File: src/rtl/uwm_pkg.sv
// Package for the unaligned word memory: action codes, register offsets,
// result record and the byte-lane merge helpers. No dependencies.
package uwm_pkg;

  localparam logic [1:0]  ACT_LOAD    = 2'd0;
  localparam logic [1:0]  ACT_STORE   = 2'd1;
  localparam logic [1:0]  ACT_INSTALL = 2'd2;

  localparam logic [7:0]  REG_SPACE_TAG = 8'hFF;
  localparam logic [23:0] REG_HALT      = 24'hFF_FFFC;
  localparam logic [23:0] REG_CONSOLE   = 24'hE0_0000;
  localparam logic [23:0] REG_FLUSH     = 24'hE0_0004;
  localparam logic [31:0] CONSOLE_EOF   = 32'hFFFF_FFFF;

  typedef struct packed {
    logic [31:0] read_data;
    logic        console_in_taken;
    logic        console_out_valid;
    logic [7:0]  console_out_byte;
    logic        flush_request;
    logic        halt_request;
  } res_t;

  // little-endian word starting at byte off of w0, spilling into w1
  function automatic logic [31:0] load_word(input logic [31:0] w0, input logic [31:0] w1,
                                            input logic [1:0] off);
    logic [63:0] pair;
    pair = {w1, w0} >> {off, 3'b000};
    return pair[31:0];
  endfunction

  function automatic logic [31:0] store_lo(input logic [31:0] old, input logic [31:0] wd,
                                           input logic [1:0] off);
    logic [63:0] sh;
    logic [63:0] msk;
    sh  = {32'h0, wd} << {off, 3'b000};
    msk = {32'h0, 32'hFFFF_FFFF} << {off, 3'b000};
    return (old & ~msk[31:0]) | sh[31:0];
  endfunction

  function automatic logic [31:0] store_hi(input logic [31:0] old, input logic [31:0] wd,
                                           input logic [1:0] off);
    logic [63:0] sh;
    logic [63:0] msk;
    sh  = {32'h0, wd} << {off, 3'b000};
    msk = {32'h0, 32'hFFFF_FFFF} << {off, 3'b000};
    return (old & ~msk[63:32]) | sh[63:32];
  endfunction

  function automatic logic [31:0] put_byte(input logic [31:0] old, input logic [7:0] b,
                                           input logic [1:0] off);
    logic [31:0] sh;
    logic [31:0] msk;
    sh  = {24'h0, b} << {off, 3'b000};
    msk = 32'h0000_00FF << {off, 3'b000};
    return (old & ~msk) | sh;
  endfunction

endpackage

File: src/rtl/uwm_mmio.sv
// Register-space decode: halt, console and flush registers.
// Depends on uwm_pkg.
module uwm_mmio
  import uwm_pkg::*;
(
  input  logic [1:0]  action,
  input  logic [31:0] address,
  input  logic [31:0] write_data,
  input  logic        console_in_valid,
  input  logic [7:0]  console_in_byte,
  output res_t        res
);

  logic        word_op;
  logic        in_space;
  logic [23:0] offs;

  assign word_op  = (action == ACT_LOAD) || (action == ACT_STORE);
  assign in_space = word_op && (address[31:24] == REG_SPACE_TAG);
  assign offs     = address[23:0];

  always_comb begin
    res = '0;
    if (in_space) begin
      if (offs == REG_HALT) begin
        res.halt_request = 1'b1;
      end else if (offs == REG_FLUSH) begin
        res.flush_request = 1'b1;
      end else if (offs == REG_CONSOLE) begin
        if (action == ACT_LOAD) begin
          if (console_in_valid) begin
            res.read_data        = {24'h0, console_in_byte};
            res.console_in_taken = 1'b1;
          end else begin
            res.read_data = CONSOLE_EOF;
          end
        end else begin
          res.console_out_valid = 1'b1;
          res.console_out_byte  = write_data[7:0];
        end
      end
    end
  end

endmodule

File: config.mk
export PLATFORM = sky130hd
export DESIGN_NAME = uwm_mmio
export DESIGN_NICKNAME = d
export VERILOG_FILES = /design/src/rtl/uwm_pkg.sv /design/src/rtl/uwm_mmio.sv
export SDC_FILE = /design/constraint.sdc
export NUM_CORES = 1
export LEC_CHECK = 0
export BUFFER_PORTS_ARGS = -buffer_cell sky130_fd_sc_hd__buf_2
export CORE_ASPECT_RATIO = 1.5
export CORE_MARGIN = 2
export CORE_UTILIZATION = 25
export DETAILED_ROUTE_END_ITERATION = 8
export GPL_TIMING_DRIVEN = 1
export PLACE_DENSITY = 0.88
export SETUP_SLACK_MARGIN = 0.15
export SLEW_MARGIN = 20
export SYNTH_ARGS = -nofsm -noshare
export SYNTH_HDL_FRONTEND = slang
export SYNTH_SLANG_ARGS = --single-unit
File: constraint.sdc
create_clock -name vclk -period 3.6
set_input_delay 0 -clock vclk [all_inputs]
set_output_delay 0 -clock vclk [all_outputs]
set_load 0.05 [all_outputs]
==> results of run 1 <==
## cell usage in the layout, fill, tap and decap left out, drive strengths merged
cell	synthesis	layout
o21ai	8	8
buf	25	97
nor4	23	23
nand2	12	12
or4	3	3
inv	2	2
or4b	1	1
nand3b	1	1
nand4	6	6
and4b	1	1
nor2	2	2
nor4b	1	1
## per-stage QoR
stage                     hold WS [ns]  util (%)  setup slack (ns)  total power, uW
after floorplan                  0.171         -             0.867             13.7
after global placement           0.381      39.2              1.12             43.5
after detailed placement         0.383      39.2              1.06             44.6
after CTS                        0.385      39.2              1.06             44.8
after global routing             0.403      39.2             0.889             50.6
final                            0.383      39.2              1.10             44.3
## Yosys cell counts
cell type / number
buf_6: 1
nor2_1: 2
nand4_1: 6
nand2_1: 12
buf_4: 23
clkbuf_1: 5
buf_12: 1
or4_1: 2
inv_1: 2
and4b_1: 1
or4b_1: 1
nor4b_1: 1
nand3b_1: 1
or4_4: 1
nor4_4: 2
o21ai_0: 8
nor4_2: 8
nor4_1: 13
## tightest hold or removal path: cells and delay by family
family                 cells  cell delay (ns)
buffers and inverters      2             0.29
AND/OR/NAND/NOR            2             0.09
## layer usage
metal	vias up	wire, um	global-route usage [%]
li1	455	-	-
met1	387	749	15.3
met2	54	1060	23.6
met3	4	165	0.546
met4	0	38	2.94
met5	-	0	0
## cell families after synthesis
logic type	count (synthesis)	synth area share (%)
simple gates	50	58.2
buf+inv	32	35.6
compound gates	8	6.19
## final cells by class
cell class                      instances  area [sq um]  share of cell area, %
Tap cell                               24          30.0                   3.13
Inverter                                2          7.51                  0.782
Timing Repair Buffer                   97           490                   51.1
Multi-Input combinational cell         58           432                   45.0
## power groups by stage
| stage | sequential, uW | combinational (uW) | clock (uW) |
|---|---|---|---|
| floorplan | 0 | 13.7 | 0 |
| global placement | 0 | 43.5 | 0 |
| detailed placement | 0 | 44.6 | 0 |
| CTS | 0 | 44.8 | 0 |
| global route | 0 | 50.6 | 0 |
| finish | 0 | 44.3 | 0 |
## final timing paths
kind | end | depth (start not counted) | slack [ns] | start
worst max-delay path | res[23] | 6 | 1.10 | address[12]
worst min-delay path | res[7] | 4 | 0.38 | write_data[5]
==> results.py, run 1 <==
metrics = {
    "logic_synthesis": {
        "synth_largest_area_cell": "buf_4",
        "syn_area_sq_um": 647,
        "synth-seq-area-share_pct": 0,
        "synth_top_area_share_pct": 26.7,
        "yosys_warnings": 0,
        "syn_area_per_cell_sq_um": 7.19,
        "netlist_instances": 90,
        "synth.area.top_cells": "buf_4, nor4_2, nor4_1",
        "synth_cell_types": 18,
        "synthesis.nets": 165,
    },
    "timing": {
        "slew_headroom_pct": 34.0,
        "finalSetupViolCount": 0,
        "post-route-min-period_ns": 2.50,
        "fmax_mhz": 401,
        "rsz0062_at_grt": "false",
        "finalHoldViolCount": 0,
        "setup_tns_ns": 0,
        "tightestPinTransition_ns": 0.989,
        "slew_violations": 0,
        "finalCritPeriodShare_pct": 69.3,
    },
    "status": {
        "status": "completed",
    },
    "worst_setup_path": {
        "critPathKind": "input pin to output port",
        "critPathMaxFanout": 24,
        "worstPathCellList": "buf_2 -> or4_4 -> or4b_1 -> buf_4 -> nor4b_4 -> buf_2",
        "cp-start-kind": "input pin",
        "crit_slowest_cell": "nor4b_4",
        "cp_common_cell": "buf_2",
        "worstPathBufferInverterCount": 3,
        "cpLargestDelayFamily": "simple AND/OR/NAND/NOR gates",
        "worstPathRequired_ns": 3.60,
        "cp-end-kind": "output port",
        "cp_slowest_stage_delay_ns": 0.72,
        "cp.arrival_ns": 2.50,
    },
    "floorplan": {
        "pin_count": 119,
        "start_util_pct": 26.4,
        "design.core.area_sq_mm": 0.00245,
        "fp.dieW_um": 45.5,
        "die-area_sq_mm": 0.00302,
        "rows": 22,
        "die_y_um": 66.3,
    },
    "clock_network": {
        "postCtsHoldBufs": 0,
        "post_cts_buffers": 0,
        "ctsResizeCount": 0,
    },
    "cells_and_area": {
        "area_delta_synth_final_pct": 48.4,
        "n_clock_buffer": 0,
        "design_area_sq_um": 960,
        "drive_above_1_share_pct": 69.4,
        "diodes": 0,
        "layout.cells.non_filler": 181,
        "fill_cells": 258,
        "nFlopsAndLatches": 0,
        "nets": 234,
        "seq_area_sq_um": 0,
    },
    "grt": {
        "grt_pass1_vias": 784,
        "grt_max_degree": 25,
        "grt_pass1_wl_um": 3150,
        "antenna_found_initial": 0,
        "grt.total_usage_pct": 12.8,
        "overflow": 0,
    },
    "drt": {
        "drtPass1Iterations": 2,
        "drt-initial-drc-count": 5,
        "drc": 0,
        "vias": 900,
        "drt_wl_total_um": 2010,
        "routedWlPerCell_um": 11.1,
        "routed_via_density": 4.97,
        "antenna_left": 0,
    },
    "placement": {
        "placed_area_sq_um": 960,
        "port_buffers": 95,
        "place_hpwl_um": 1710,
        "dp_cells": 181,
        "gp_congestion": 0.718,
    },
    "power": {
        "switching_share_pct": 44.3,
        "pwr-share-clk_pct": 0,
        "p_per_area_mw_per_mm2": 46.2,
        "leakagePower_uw": 0.000559,
        "pwr-share-comb_pct": 100.0,
        "p_int_uw": 24.7,
        "seq_power_share_pct": 0,
        "ir_drop_uv": 24.8,
        "switching_power_uw": 19.6,
    },
    "worst_hold_path": {
        "hp-class": "input pin to output port",
    },
    "job": {
        "drv_cap": 0,
    },
}
(Power assumes the default switching activity.)
==> inputs of run 2 (changes only) <==
==> constraint.sdc (replaced) <==
create_clock -name vclk -period 2.1
set_input_delay 0 -clock vclk [all_inputs]
set_output_delay 0 -clock vclk [all_outputs]
set_load 0.05 [all_outputs]
==> run 2 against run 1 <==
  * Worst hold slack lost 0.0030 ns
  * Highest routed layer is now met3
  * Final cell count grew 2.2%
  * Largest power group unchanged
  * Core utilization grew 11 points
  * Critical path depth is the same
  * Design area grew 28%
  * Power grew 90%
==> results.py, run 2 (synthesis results as in run 1) <==
metrics = {
    "cells_and_area": {
        "drive_above_1_share_pct": 76.4,
        "nets": 238,
        "fill_cells": 252,
        "n_clock_buffer": 0,
        "layout.cells.non_filler": 185,
        "final_core_util_pct": 50.2,
        "seq_area_sq_um": 0,
        "area_delta_synth_final_pct": 90.1,
        "final_cell_mix": "buf_2, clkbuf_4, buf_4",
        "final_common_cell": "buf_2",
        "diodes": 0,
        "nFlopsAndLatches": 0,
        "multi_input_area_sq_um": 571,
    },
    "job": {
        "drv_cap": 0,
    },
    "worst_setup_path": {
        "cp-start-kind": "input pin",
        "cp-end-kind": "output port",
        "cp.arrival_ns": 1.92,
        "worstPathRequired_ns": 2.10,
        "critPathMaxFanout": 24,
        "critPathKind": "input pin to output port",
    },
    "timing": {
        "finalHoldViolCount": 0,
        "slew_violations": 0,
        "fmax_mhz": 522,
        "setup_tns_ns": 0,
        "worst_slack_ns": 0.185,
        "slew_headroom_pct": 72.8,
        "tightestPinTransition_ns": 0.408,
        "post-route-min-period_ns": 1.92,
        "rsz0062_at_grt": "true",
        "finalCritPeriodShare_pct": 91.2,
        "finalSetupViolCount": 0,
    },
    "drt": {
        "routedWlPerCell_um": 11.9,
        "drc": 0,
        "antenna_left": 0,
        "routed_via_density": 5.06,
        "drt-initial-drc-count": 7,
        "drt_wl_total_um": 2200,
        "drtPass1Iterations": 3,
        "vias": 937,
    },
    "placement": {
        "place_hpwl_um": 1870,
        "port_buffers": 95,
        "dp_cells": 185,
        "place_ws_ns": 0.0489,
        "gp_congestion": 0.725,
    },
    "floorplan": {
        "pin_count": 119,
        "die_y_um": 66.3,
        "start_util_pct": 26.4,
        "design.core.area_sq_mm": 0.00245,
        "rows": 22,
        "die-area_sq_mm": 0.00302,
        "fp.dieW_um": 45.5,
    },
    "grt": {
        "overflow": 0,
        "grt_pass1_vias": 834,
        "grt_pass1_wl_um": 3290,
        "grt_max_degree": 25,
        "antenna_found_initial": 0,
        "grt.total_usage_pct": 13.6,
    },
    "power": {
        "power_uw": 84.2,
        "leakagePower_uw": 0.000664,
        "ir_drop_uv": 66.7,
        "p_per_area_mw_per_mm2": 68.5,
    },
    "status": {
        "status": "completed",
    },
    "worst_hold_path": {
        "hp-class": "input pin to output port",
    },
    "clock_network": {
        "postCtsHoldBufs": 0,
    },
}
run 2: repair_timing:
| action | CTS | global route |
|---|---|---|
| resized for setup | 10 | 28 |
| endpoints found under the setup margin | 36 | 32 |
| buffers inserted | 0 | 0 |
run 2: metal layers:
layer	part of all wire, %	up-vias	GRT usage, %
met2	54	62	29.2
li1	-	462	-
met4	0	0	0
met5	0	-	0
met1	36	413	13.7
met3	9.9	0	0.820
run 2: final timing paths:
kind | endpoint | startpoint | cells after the start
max | res[21] | address[12] | 6
min | res[7] | write_data[5] | 4
run 2: report_power, final:
group	internal, uW	switching, uW	total, uW
clock network	0	0	0
registers	0	0	0
logic	44.1	40.1	84.2
total	44.1	40.1	84.2
run 2: layout make-up:
cell class                      instances  area share (%)
Inverter                                2           0.610
Tap cell                               24            2.44
Multi-Input combinational cell         58            46.4
Timing Repair Buffer                  101            50.6
run 2: stage by stage:
stage          cell area [sq um]  hold WS (ns)
6_report                    1230         0.380
2_1_floorplan                788         0.171
3_3_place_gp                1130         0.395
4_1_cts                     1150         0.379
5_1_grt                     1230         0.395
3_5_place_dp                1130         0.398
run 2: worst max-delay path, stage by stage:
cell      delay, ns
buf_2          0.11
or4_4          0.53
or4b_4         0.57
nor4b_4        0.29
buf_12         0.19
clkbuf_4       0.24
==> inputs of run 3 (changes only) <==
--- a/config.mk
+++ b/config.mk
@@ -11,9 +11,10 @@
 export CORE_UTILIZATION = 25
 export DETAILED_ROUTE_END_ITERATION = 8
 export GPL_TIMING_DRIVEN = 1
-export PLACE_DENSITY = 0.88
+export PLACE_DENSITY = 0.85
 export SETUP_SLACK_MARGIN = 0.15
 export SLEW_MARGIN = 20
 export SYNTH_ARGS = -nofsm -noshare
 export SYNTH_HDL_FRONTEND = slang
 export SYNTH_SLANG_ARGS = --single-unit
+export TNS_END_PERCENT = 100
==> run 3 against run 2 <==
  * Via count grew 0.21%
  * Combinational power is essentially flat
  * Design area shrank 5.8%
  * Power is essentially flat
  * Die area is the same
  * Core utilization shrank 2.9 points
  * Sequential cell count is the same
  * Critical endpoint is now res[36]
  * Routed wire length grew 0.68%
  * Final cell count is the same
==> results.py, run 3 (synthesis results as in run 1) <==
metrics = {
    "status": {
        "status": "completed",
    },
    "job": {
        "drv_cap": 0,
    },
    "placement": {
        "dp_cells": 185,
        "gp_congestion": 0.763,
        "place_hpwl_um": 1990,
        "placed_area_sq_mm": 0.00113,
        "port_buffers": 95,
    },
    "timing": {
        "slew_violations": 0,
        "post-route-min-period_ns": 1.92,
        "tightestPinTransition_ns": 0.395,
        "rsz0062_at_grt": "true",
        "finalHoldViolCount": 0,
        "fmax_mhz": 521,
        "finalSetupViolCount": 0,
        "finalCritPeriodShare_pct": 91.3,
        "holdWs_ns": 0.387,
        "slew_headroom_pct": 73.7,
    },
    "drt": {
        "drc": 0,
        "drtPass1Iterations": 4,
        "routed_via_density": 5.08,
        "drt-initial-drc-count": 2,
        "vias": 939,
        "antenna_left": 0,
        "drt_wl_total_um": 2220,
        "routedWlPerCell_um": 12.0,
    },
    "worst_setup_path": {
        "critPathLaunch": "address[12]",
        "crit_slowest_cell": "or4b_4",
        "worstPathCellList": "buf_2 -> or4_4 -> or4b_4 -> nor4b_4 -> buf_12 -> buf_2",
        "cpLargestDelayFamily": "simple AND/OR/NAND/NOR gates",
        "cp.arrival_ns": 1.92,
        "cp_slowest_stage_delay_ns": 0.56,
        "cp-start-kind": "input pin",
        "worstPathBufferInverterCount": 3,
        "cp_common_cell": "buf_2",
        "critPathMaxFanout": 24,
        "cp-end-kind": "output port",
        "critPathKind": "input pin to output port",
        "worstPathRequired_ns": 2.10,
    },
    "cells_and_area": {
        "final_core_util_pct": 47.3,
        "layout.cells.non_filler": 185,
        "diodes": 0,
        "seq_area_sq_um": 0,
        "drive_above_1_share_pct": 76.4,
        "final_common_cell": "buf_2",
        "final_cell_mix": "buf_2, nand2_1, buf_4",
        "nets": 238,
        "fill_cells": 252,
        "nFlopsAndLatches": 0,
        "n_clock_buffer": 0,
        "design_area_sq_mm": 0.00116,
        "area_delta_synth_final_pct": 79.1,
    },
    "worst_hold_path": {
        "hp-class": "input pin to output port",
        "hold_start": "write_data[2]",
    },
    "floorplan": {
        "die_y_um": 66.3,
        "die-area_sq_mm": 0.00302,
        "fp.dieW_um": 45.5,
        "design.core.area_sq_mm": 0.00245,
        "pin_count": 119,
        "rows": 22,
        "start_util_pct": 26.4,
    },
    "grt": {
        "grt.total_usage_pct": 14.1,
        "antenna_found_initial": 0,
        "grt_pass1_vias": 808,
        "overflow": 0,
        "grt_pass1_wl_um": 3330,
        "grt_max_degree": 25,
    },
    "clock_network": {
        "postCtsHoldBufs": 0,
    },
    "power": {
        "ir_drop_uv": 71.9,
        "leakagePower_uw": 0.000667,
        "p_per_area_mw_per_mm2": 72.8,
    },
}
-- run 3: cell count changes in the layout (fill, tap and decap cells not counted) --
cell,before,now
buf_4,14,12
clkbuf_4,24,1
buf_2,61,86
nor4_2,8,9
nor4_4,11,10
-- run 3: report_power, final --
part           internal, uW  switching [uW]
Sequential                0               0
Combinational          44.1            40.2
Clock                     0               0
-- run 3: worst paths after layout --
kind / endpoint / cells past startpoint
max: res[36] / 6
min: res[4] / 4
-- run 3: timing repair --
| action | in CTS | in global routing |
|---|---|---|
| gates resized for setup | 5 | 10 |
| pin swaps | 0 | 0 |
| endpoints found under the hold margin | 0 | 0 |
| buffers inserted | 0 | 0 |
| setup endpoints to repair | 35 | 30 |
-- run 3: area by class of cell --
class	instances	area [sq um]	share of cell area [%]
multi-input cells	58	562	48.5
inverters	2	7.51	0.648
repair buffers	101	559	48.3
well taps	24	30.0	2.59
-- run 3: tightest hold or removal path: stages --
cell     delay, ns
buf_2         0.09
nand2_1       0.08
nor4_2        0.04
buf_4         0.18
-- run 3: routing by layer --
layer	wire length (um)	GRT usage [%]
met4	12	1.47
met3	266	1.91
met1	665	13.1
met5	0	0
met2	1270	30.1
-- run 3: metrics by stage --
stage | TNS, ns | setup slack (ns) | power (uW)
floorplan | -15.08 | -0.598 | 30.0
global placement | 0 | 0.0909 | 83.6
detailed placement | 0 | 0.0982 | 85.4
CTS | 0 | 0.168 | 85.8
global route | 0 | 0.126 | 94.5
finish | 0 | 0.182 | 84.3
